### config.mk
export PLATFORM = sky130hd
export DESIGN_NAME = rfe_divider
export DESIGN_NICKNAME = d
export VERILOG_FILES = /design/src/rtl/core/rfe_pkg.sv /design/src/rtl/core/rfe_divider.sv
export SDC_FILE = /design/constraint.sdc
export NUM_CORES = 1
export LEC_CHECK = 0
export BUFFER_PORTS_ARGS = -buffer_cell sky130_fd_sc_hd__buf_4
export CAP_MARGIN = 20
export CORE_ASPECT_RATIO = 0.9
export CORE_UTILIZATION = 30
export DETAILED_ROUTE_END_ITERATION = 16
export GPL_ROUTABILITY_DRIVEN = 0
export PLACE_DENSITY = 0.48
export RECOVER_POWER = 100
export SETUP_SLACK_MARGIN = 0.5
export SLEW_MARGIN = 20
export SYNTH_ARGS = -nofsm -noshare
export SYNTH_HDL_FRONTEND = slang
export SYNTH_SLANG_ARGS = --single-unit
### constraint.sdc
create_clock -name clk -period 3.7 [get_ports clk]
set_input_delay 0.185 -clock clk [delete_from_list [all_inputs] [get_ports clk]]
set_output_delay 0.185 -clock clk [all_outputs]
set_load 0.01 [all_outputs]
### src/rtl/core/rfe_pkg.sv
// ----------------------------------------------------------------------------
// rfe_pkg: shared types and constants for the relocation fixup evaluator
// Request, operand source, operator and patch kind codes, field widths.
// ----------------------------------------------------------------------------
package rfe_pkg;

  localparam int unsigned SYMBOL_DEPTH_DEF = 4096;
  localparam int unsigned VALUE_WIDTH_DEF  = 32;
  localparam logic [15:0] CODE_BASE_RST    = 16'h8000;

  typedef enum logic [2:0] {
    REQ_LOAD_EXP = 3'd0,
    REQ_LOAD_INT = 3'd1,
    REQ_LOAD_MAP = 3'd2,
    REQ_BEGIN    = 3'd3,
    REQ_OPERAND  = 3'd4,
    REQ_OPERATOR = 3'd5,
    REQ_END      = 3'd6,
    REQ_NONE     = 3'd7
  } req_t;

  localparam logic [1:0] SRC_IMPORT   = 2'd0;
  localparam logic [1:0] SRC_INTERNAL = 2'd1;
  localparam logic [1:0] SRC_LITERAL  = 2'd2;

  localparam logic [3:0] OP_ADD = 4'd0;
  localparam logic [3:0] OP_SUB = 4'd1;
  localparam logic [3:0] OP_OR  = 4'd2;
  localparam logic [3:0] OP_XOR = 4'd3;
  localparam logic [3:0] OP_MUL = 4'd4;
  localparam logic [3:0] OP_AND = 4'd5;
  localparam logic [3:0] OP_SHL = 4'd6;
  localparam logic [3:0] OP_SAR = 4'd7;
  localparam logic [3:0] OP_DIV = 4'd8;
  localparam logic [3:0] OP_NEG = 4'd9;
  localparam logic [3:0] OP_NOT = 4'd10;

  localparam logic [2:0] KIND_BYTE = 3'd0;
  localparam logic [2:0] KIND_OR3S = 3'd1;
  localparam logic [2:0] KIND_OR3U = 3'd2;
  localparam logic [2:0] KIND_HALF = 3'd3;
  localparam logic [2:0] KIND_WORD = 3'd4;
  localparam logic [2:0] KIND_REL  = 3'd5;

  // divider handshake
  typedef struct packed {
    logic start;
  } div_ctl_t;

endpackage

### src/rtl/core/rfe_divider.sv
// ----------------------------------------------------------------------------
// rfe_divider: signed truncating divider, one quotient bit per cycle
// Divide by zero gives 0; most negative / -1 wraps.
// ----------------------------------------------------------------------------
module rfe_divider #(
  parameter int unsigned VALUE_WIDTH = rfe_pkg::VALUE_WIDTH_DEF
) (
  input  logic                   clk,
  input  logic                   rst_n,
  input  rfe_pkg::div_ctl_t      ctl,
  input  logic [VALUE_WIDTH-1:0] dividend,
  input  logic [VALUE_WIDTH-1:0] divisor,
  output logic                   done,
  output logic [VALUE_WIDTH-1:0] quotient
);

  localparam int unsigned CW = $clog2(VALUE_WIDTH + 1);

  logic [VALUE_WIDTH-1:0] rem_r, quo_r, dvs_r;
  logic [CW-1:0]          cnt_r;
  logic                   busy_r, neg_r, done_r;
  logic [VALUE_WIDTH:0]   trial;
  logic [VALUE_WIDTH-1:0] ma, mb;

  assign ma = dividend[VALUE_WIDTH-1] ? (~dividend + 1'b1) : dividend;
  assign mb = divisor[VALUE_WIDTH-1] ? (~divisor + 1'b1) : divisor;
  assign trial = {rem_r, quo_r[VALUE_WIDTH-1]} - {1'b0, dvs_r};

  // restoring shift-subtract loop
  always_ff @(posedge clk) begin
    if (!rst_n) begin
      busy_r <= 1'b0;
      done_r <= 1'b0;
      cnt_r  <= '0;
    end else begin
      done_r <= 1'b0;
      if (ctl.start) begin
        busy_r <= 1'b1;
        cnt_r  <= CW'(VALUE_WIDTH);
        rem_r  <= '0;
        quo_r  <= ma;
        dvs_r  <= mb;
        neg_r  <= dividend[VALUE_WIDTH-1] ^ divisor[VALUE_WIDTH-1];
      end else if (busy_r) begin
        if (!trial[VALUE_WIDTH]) begin
          rem_r <= trial[VALUE_WIDTH-1:0];
          quo_r <= {quo_r[VALUE_WIDTH-2:0], 1'b1};
        end else begin
          rem_r <= {rem_r[VALUE_WIDTH-2:0], quo_r[VALUE_WIDTH-1]};
          quo_r <= {quo_r[VALUE_WIDTH-2:0], 1'b0};
        end
        cnt_r <= cnt_r - 1'b1;
        if (cnt_r == CW'(1)) begin
          busy_r <= 1'b0;
          done_r <= 1'b1;
        end
      end
    end
  end

  assign done = done_r;
  // zero divisor: all quotient bits come out 1; forced to 0 here when dvs_r is zero
  assign quotient = (dvs_r == '0) ? '0 : (neg_r ? (~quo_r + 1'b1) : quo_r);

endmodule

==> impl_metrics.toml, run 1 <==
[setup_path]
required_ns = 3.86
cp_slowest_cell = "edfxtp_1"
cp-end-kind = "flop"
start_kind = "flop"
worstSetupPathType = "reg -> reg"
crit_arrival_ns = 3.53
critical-path-max-stage-delay_ns = 0.44
crit_path_max_fanout = 5
crit_chain = "ha_4, fa_2, nand2b_4, a21oi_1, nor3_4, nor4_4, o31ai_1, and3_4, a311oi_4, buf_6, buf_8, clkbuf_1, nor2_1, a211oi_1"

[yosys]
synthArstFlopShare_pct = 0
synth-seq-cells = 105
yosysWarnings = 0
yosysSeqAreaShare_pct = 37.7
synth_nets = 1013
postSynthAreaPerCell_um2 = 8.97
synth_edf_count = 97
ys.flop_type = "edfxtp_1"
syn-cell-area_mm2 = 0.00814
yosysUniqueCellTypes = 69
synth_cells = 908

[pwr]
p_per_area_mw_per_mm2 = 412
p_leak_nw = 3.72
vdd_drop_max_v = 0.000236

[timing]
fmax_ghz = 0.296
rsz0062_at_grt = "true"
slew_violations = 34
period_share_pct = 91.2
period_minus_slack_ns = 3.37
slew_headroom_pct = -38.1
tightest_slew_ns = 2.07
setup_ws_ns = 0.327
finalSetupViolations = 0
finalSetupTns_ns = 0
fin_skew_ns = 0.0119
hold_viol = 0

[layout]
layout_commonest_cell = "nor2_1"
syn_to_final_growth_pct = 21.2
mostFrequentLayoutCells = "111 x nor2_1, 97 x edfxtp_1, 85 x buf_4"
layout.nets = 1121
drive_gt1_share_pct = 15.8
insertedDiodeCount = 0

[detailed_routing]
drt_wl_total_um = 22700
drcViolationCount = 0
drtAntennaViolNets = 0
dr.pass1.iters = 5
route.vias.total = 6896
vias_per_cell = 5.04
avgRoutedWirePerCell_um = 16.6
drtIter0Drc = 365

[global_routing]
grt_pass1_vias = 6566
grt_first_pass_wirelength_um = 34900
grt_max_degree = 64
track_usage_pct = 16.0
antenna_found_initial = 0
grt_overflow = 0

[clock_tree]
cts_buffer_depth = 2
cts_hold_buf = 0
clock-sinks = 105
cts_tree = "built"
cts_buffers = 9
clk_pin_slew_ns = 0.08
cts-htree-levels = 3
clk_latency_ns = 0.36
cts_root_buffer = "clkbuf_16"

[floorplan]
die_h_um = 158
die-area_mm2 = 0.0278
core.rowCount = 56
start_util_pct = 30.9
io_pins = 100
coreArea_mm2 = 0.0263
die_x_um = 176

[run_status]
status = "complete, but fails checks"
violations = "capacitance limit, slew limit"

[hold_path]
hold_class = "in -> reg"

[placed_design]
port_buffers = 99
dp_hpwl_um = 16500
place_ws_ns = 0.214

[job]
cap_violations = 1
==> through the flow <==
step,total power [mW],instance area (um^2),utilization [%],hold slack (ns),cells
floorplan,2.47,8140,-,0.284,908
global placement,2.91,9270,35.2,0.426,1328
detailed placement,2.91,9270,35.2,0.427,1328
CTS,4.00,9710,36.9,0.0504,1353
global route,4.32,9870,37.5,0.0865,1369
finish,4.07,9870,37.5,0.0743,1369
==> metal layers <==
metal	part of all wire, %	global-route usage [%]
met3	3.4	2.41
met4	1.1	3.27
met2	46	26.3
met5	0	0
met1	49	22.2
==> path summary, 6_finish.rpt <==
check | from | end | cells past startpoint | slack [ns]
worst max-delay path | dvs_r[0] | rem_r[0] | 14 | 0.33
worst min-delay path | rst_n | cnt_r[5] | 2 | 0.07
worst max register to register | dvs_r[0] | rem_r[0] | 14 | 0.33
worst min register to register | cnt_r[1] | cnt_r[1] | 2 | 0.50
==> state kept, by name, summed over array words and instances, names as in the netlist <==
| name | count |
|---|---|
| dvs_r | 32 |
| quo_r | 32 |
| rem_r | 32 |
| cnt_r | 6 |
| busy_r | 1 |
| done | 1 |
| neg_r | 1 |
==> power breakdown <==
group / total [mW] / internal, mW / leakage [nW] / switching, mW
sequential: 1.54 / 1.44 / 0.989 / 0.0953
clock: 1.04 / 0.542 / 0.152 / 0.496
combinational: 1.49 / 0.670 / 2.58 / 0.823
total: 4.07 / 2.66 / 3.72 / 1.41
==> worst max-delay path, delay by kind of cell, from the launching register on <==
kind | cells | cell delay [ns]
flip-flops | 1 | 0.44
buffers and inverters | 3 | 0.50
adder cells (fa/ha/maj) | 2 | 0.58
AO/OA/AOI/OAI | 4 | 0.90
AND/OR/NAND/NOR | 5 | 0.75
==> cell type report <==
cell class | instances | area (um^2)
sequential | 105 | 3070
clock buffer | 9 | 225
timing repair buffer | 133 | 973
fill | 2774 | 16500
tap | 348 | 435
multi-input combinational | 716 | 4890
inverter | 51 | 191
clock inverter | 7 | 85.1
==> cell usage after synthesis (13+ instances only) <==
| cell type | count | share of area (%) |
|---|---|---|
| nor2_1 | 114 | 5.3 |
| edfxtp_1 | 97 | 36 |
| a21oi_1 | 81 | 5.0 |
| nand2_1 | 70 | 3.2 |
| xor2_1 | 61 | 6.6 |
| o21ai_0 | 59 | 3.6 |
| xnor2_1 | 58 | 6.2 |
| inv_1 | 51 | 2.4 |
| ha_1 | 37 | 5.7 |
| clkbuf_1 | 26 | 1.2 |
| o31ai_1 | 20 | 1.8 |
| nand3_1 | 18 | 1.1 |
| mux2i_1 | 16 | 2.0 |
| nor3_1 | 15 | 0.92 |
| nor4_1 | 15 | 1.2 |
| nand2b_1 | 13 | 1.0 |
| o41ai_1 | 13 | 1.4 |
==> what timing repair did <==
| item | CTS | global route |
|---|---|---|
| gates resized for setup | 9 | 33 |
| gates cloned | 0 | 4 |
| setup endpoints to repair | 39 | 39 |
| setup buffers | 9 | 11 |
| pin swaps | 3 | 14 |
==> logic make-up after synthesis <==
group	share of synthesized area [%]
xor gates and xnor gates	12.8
muxes	2.80
and+or+nand+nor	18.5
adders and majority gates	5.93
AOI/OAI and AO/OA	18.0
DFF	37.7
buffers and inverters	4.29
Note: power is estimated with default switching activity, not from simulation.
==> run 2, diff against run 1 <==
--- a/config.mk
+++ b/config.mk
@@ -13,6 +13,7 @@
 export GPL_ROUTABILITY_DRIVEN = 0
 export PLACE_DENSITY = 0.48
 export RECOVER_POWER = 100
+export REMOVE_ABC_BUFFERS = 1
 export SETUP_SLACK_MARGIN = 0.5
 export SLEW_MARGIN = 20
 export SYNTH_ARGS = -nofsm -noshare
==> run 2 against run 1 <==
  * The flow still finishes with violations (capacitance limit, slew limit)
  * Setup slack better by 0.061 ns
  * Final cell count did not move
  * Flip-flop and latch count did not move
  * Total power grew 0.88%
  * First-iteration DRC count up 3.6%
  * Combinational power barely moved
==> impl_metrics.toml, run 2 (synthesis results as in run 1) <==
[layout]
drive_gt1_share_pct = 17.1
final-seq-area_mm2 = 0.00307
multiInputGateArea_mm2 = 0.00491
post-route-util_pct = 37.6
reg_top3 = "dvs_r: 32 flops, quo_r: 32 flops, rem_r: 32 flops"
layout_commonest_cell = "nor2_1"
layout.nets = 1121
mostFrequentLayoutCells = "111 x nor2_1, 97 x edfxtp_1, 95 x buf_4"
fillers = 2777
fin_area_mm2 = 0.00990
insertedDiodeCount = 0
syn_to_final_growth_pct = 21.6

[floorplan]
start_util_pct = 30.9
die_x_um = 176
core.rowCount = 56
die-area_mm2 = 0.0278
io_pins = 100
coreArea_mm2 = 0.0263
die_h_um = 158

[detailed_routing]
route.vias.total = 6863
wl_met1_um = 11500
drcViolationCount = 0
drtAntennaViolNets = 0
dr.pass1.iters = 5
vias_per_cell = 5.01
drt_wl_total_um = 22500
wl_met3_um = 814
drtIter0Drc = 378
top_layer = "met4"
wl_met2_um = 9770
avgRoutedWirePerCell_um = 16.4

[pwr]
finalPower_mw = 4.11
clock_power_share_pct = 26.6
power.share.switching_pct = 35.1
vdd_drop_max_v = 0.000215
power.switching_mw = 1.44
p_per_area_mw_per_mm2 = 415
p_leak_nw = 3.72
pwr-share-comb_pct = 35.8
p_seq_share_pct = 37.6
p_int_mw = 2.66

[setup_path]
cp_slowest_cell = "nor3_1"
crit_chain = "ha_1, a211oi_2, nand2_1, nor3_1, nor4_4, o31ai_4, nand2_2, a311oi_4, buf_4, buf_12, mux2i_1, nor2_1"
crit_family = "simple AND/OR/NAND/NOR gates"
crit_arrival_ns = 3.41
start_kind = "flop"
crit_buf_inv = 2
critical-path-max-stage-delay_ns = 0.52
worstSetupPathType = "reg -> reg"
crit_path_max_fanout = 9
cp-end-kind = "flop"
required_ns = 3.80

[timing]
fin_skew_ns = 0.0117
slew_headroom_pct = -22.2
finalSetupViolations = 0
fmax_ghz = 0.302
hold_viol = 0
slew_violations = 93
tightest_slew_ns = 1.83
finalSetupTns_ns = 0
rsz0062_at_grt = "true"
period_share_pct = 89.5
period_minus_slack_ns = 3.31

[global_routing]
grt_overflow = 0
track_usage_pct = 16.4
grt_first_pass_wirelength_um = 35600
antenna_found_initial = 0
grt_max_degree = 59
grt_pass1_vias = 6510

[job]
cap_violations = 2

[hold_path]
hold_class = "in -> reg"

[placed_design]
port_buffers = 99
placed_area_mm2 = 0.00924
dp_hpwl_um = 16600

[clock_tree]
cts-htree-levels = 3
cts_tree = "built"
cts_hold_buf = 0
clk_latency_ns = 0.37
clk_pin_slew_ns = 0.09
cts_buffers = 9
cts_buffer_depth = 2
cts_root_buffer = "clkbuf_16"
clock-sinks = 105

[run_status]
status = "complete, but fails checks"
violations = "capacitance limit, slew limit"
[run 2: cell type report]
type	count	share of cell area [%]
Inverter	51	1.93
Sequential cell	105	31.0
Multi-Input combinational cell	716	49.6
Clock inverter	7	1.19
Tap cell	348	4.40
Clock buffer	9	2.28
Timing Repair Buffer	133	9.53
[run 2: power by group through the flow]
| stage | clock [mW] | combinational, mW | sequential [mW] |
|---|---|---|---|
| after floorplan | 0 | 0.906 | 1.53 |
| after global placement | 0 | 1.33 | 1.57 |
| after detailed placement | 0 | 1.33 | 1.56 |
| after CTS | 1.13 | 1.44 | 1.54 |
| after global routing | 1.17 | 1.63 | 1.56 |
| final | 1.09 | 1.47 | 1.54 |
[run 2: worst reg2reg max path, stage by stage (launching register included)]
cell,delay [ns]
edfxtp_1,0.42
ha_1,0.41
a211oi_2,0.28
nand2_1,0.08
nor3_1,0.52
nor4_4,0.10
o31ai_4,0.24
nand2_2,0.13
a311oi_4,0.30
buf_4,0.18
buf_12,0.14
mux2i_1,0.21
nor2_1,0.06
[run 2: metal layers]
layer	up-vias	global-route usage [%]
li1	3511	-
met1	3186	23.7
met2	144	25.0
met3	22	2.34
met4	0	5.18
met5	-	0
[run 2: worst paths after layout]
path,startpoint,end,slack (ns),cells past startpoint
worst max-delay path,rem_r[10],rem_r[4],0.39,12
worst min-delay path,rst_n,cnt_r[5],0.05,2
worst max register to register,rem_r[10],rem_r[4],0.39,12
worst min register to register,cnt_r[1],cnt_r[1],0.50,2
[run 2: through the flow]
stage,setup slack (ns),cells,hold WS (ns)
final,0.388,1369,0.0503
after CTS,0.501,1352,0.0344
after floorplan,-0.634,872,0.284
after global placement,0.407,1325,0.426
after detailed placement,0.259,1325,0.428
after global routing,0.198,1369,0.0502
[run 2: repair_timing]
action | CTS | global route
setup buffers | 9 | 16
endpoints found under the setup margin | 41 | 39
pin swaps | 5 | 13
gates cloned | 2 | 0
resized for setup | 16 | 37
==> run 3, diff against run 2 <==
--- a/config.mk
+++ b/config.mk
@@ -5,13 +5,13 @@
 export SDC_FILE = /design/constraint.sdc
 export NUM_CORES = 1
 export LEC_CHECK = 0
-export BUFFER_PORTS_ARGS = -buffer_cell sky130_fd_sc_hd__buf_4
 export CAP_MARGIN = 20
 export CORE_ASPECT_RATIO = 0.9
 export CORE_UTILIZATION = 30
 export DETAILED_ROUTE_END_ITERATION = 16
+export DONT_BUFFER_PORTS = 1
 export GPL_ROUTABILITY_DRIVEN = 0
-export PLACE_DENSITY = 0.48
+export PLACE_DENSITY = 0.46
 export RECOVER_POWER = 100
 export REMOVE_ABC_BUFFERS = 1
 export SETUP_SLACK_MARGIN = 0.5
==> constraint.sdc (replaced) <==
create_clock -name clk -period 2.82 [get_ports clk]
set_input_delay 0.141 -clock clk [delete_from_list [all_inputs] [get_ports clk]]
set_output_delay 0.141 -clock clk [all_outputs]
set_load 0.01 [all_outputs]
==> run 3 against run 2 <==
  * The run ends with capacitance limit, slew limit, setup timing left
  * Clock power rose by 24%
  * Register-to-register slack got worse by 0.65 ns
  * Flip-flop and latch count did not move
  * Critical endpoint is now rem_r[11]
  * Largest cell class unchanged
==> impl_metrics.toml, run 3 (synthesis results as in run 1) <==
[layout]
layout.nets = 1157
stdcell_count = 1405
fillers = 2646
reg_top3 = "dvs_r: 32 flops, quo_r: 32 flops, rem_r: 32 flops"
insertedDiodeCount = 0
drive_gt1_share_pct = 24.4
layout_commonest_cell = "buf_4"
syn_to_final_growth_pct = 33.2
mostFrequentLayoutCells = "99 x buf_4, 97 x edfxtp_1, 96 x nor2_1"

[setup_path]
crit_arrival_ns = 3.19
required_ns = 2.93
cp-end-kind = "flop"
rrSetupSlack_ns = -0.26
crit_path_max_fanout = 7
start_kind = "flop"
reg2reg_depth = 13
worstSetupPathType = "reg -> reg"

[floorplan]
coreArea_mm2 = 0.0263
die_h_um = 158
core.rowCount = 56
io_pins = 100
die_x_um = 176
die-area_mm2 = 0.0278
start_util_pct = 30.9

[clock_tree]
cts_buffer_depth = 2
clk_pin_slew_ns = 0.08
clock-sinks = 105
cts_tree = "built"
cts-htree-levels = 3
cts_buffers = 9
cts_root_buffer = "clkbuf_16"
clk_latency_ns = 0.36

[timing]
slew_headroom_pct = -20.1
fin_skew_ns = 0.0192
hold_viol = 0
slew_violations = 34
rsz0062_at_grt = "true"
period_minus_slack_ns = 3.08
finalSetupViolations = 43
tightest_slew_ns = 1.80
setup_ws_ns = -0.263
period_share_pct = 109
fmax_ghz = 0.324
hold_ws_ns = 0.0158
finalSetupTns_ns = -7.01

[hold_path]
hold_path_depth = 2
hold_class = "in -> reg"

[pwr]
p_per_area_mw_per_mm2 = 518
finalPower_mw = 5.62
vdd_drop_max_v = 0.000290
p_leak_nw = 4.11

[global_routing]
track_usage_pct = 17.1
grt_max_degree = 66
grt_first_pass_wirelength_um = 37200
grt_pass1_vias = 7098
antenna_found_initial = 0
grt_overflow = 0

[detailed_routing]
dr.pass1.iters = 5
drt_wl_total_um = 23400
drtIter0Drc = 394
top_layer = "met4"
drcViolationCount = 0
wl_met3_um = 894
wl_met2_um = 10600
route.vias.total = 7102
vias_per_cell = 5.05
drtAntennaViolNets = 0
wl_met1_um = 11700
avgRoutedWirePerCell_um = 16.7

[run_status]
violations = "capacitance limit, slew limit, setup timing"
status = "complete, but fails checks"

[placed_design]
dp_hpwl_um = 16600
port_buffers = 0
dp_cells = 1321

[job]
cap_violations = 1
-- run 3: layout make-up --
type                            instances  area [um^2]  area share (%)
Multi-Input combinational cell        716         5320            49.0
Clock inverter                          6         75.1           0.692
Sequential cell                       105         3070            28.3
Clock buffer                           10          229            2.11
Inverter                               51          191            1.76
Timing Repair Buffer                  169         1530            14.1
Tap cell                              348          435            4.01
-- run 3: per-layer routing --
metal,track usage (%),up-vias
li1,-,3583
met1,23.8,3352
met2,28.4,151
met3,2.22,16
met4,3.44,0
met5,0,-
-- run 3: power breakdown --
group / internal (mW) / switching, mW / leakage (nW)
sequential: 1.89 / 0.121 / 0.989
clock: 0.704 / 0.644 / 0.145
combinational: 1.09 / 1.16 / 2.98
total: 3.69 / 1.93 / 4.11
-- run 3: worst paths after layout --
check                                  from   endpoint
worst min register to register     cnt_r[0]   cnt_r[0]
worst max register to register     dvs_r[0]  rem_r[11]
worst max-delay path               dvs_r[0]  rem_r[11]
worst min-delay path            dividend[0]   quo_r[0]
-- run 3: critical path: stages (launching register included) --
cell,delay (ns)
edfxtp_1,0.40
ha_2,0.20
fa_2,0.34
nand2b_4,0.16
a21oi_4,0.16
nor3_4,0.08
nor4_4,0.33
o31ai_4,0.10
and3_4,0.20
a311oi_4,0.30
buf_6,0.17
buf_12,0.13
mux2i_2,0.21
nor2_1,0.05
-- run 3: through the flow --
stage	area [um^2]	setup WS, ns	util (%)
final	10900	-0.263	41.2
after global routing	10900	-0.405	41.2
after CTS	10600	-0.282	40.1
after detailed placement	9220	-0.469	35.0
after global placement	9220	-0.407	35.0
after floorplan	7990	-1.51	-
-- run 3: timing repair --
item / in CTS / in global routing
hold endpoints to repair: 67 / 0
setup buffers: 16 / 7
pin swaps: 30 / 42
hold buffers: 41 / 0
endpoints found under the setup margin: 65 / 70
gates cloned: 4 / 0
gates resized for setup: 95 / 70
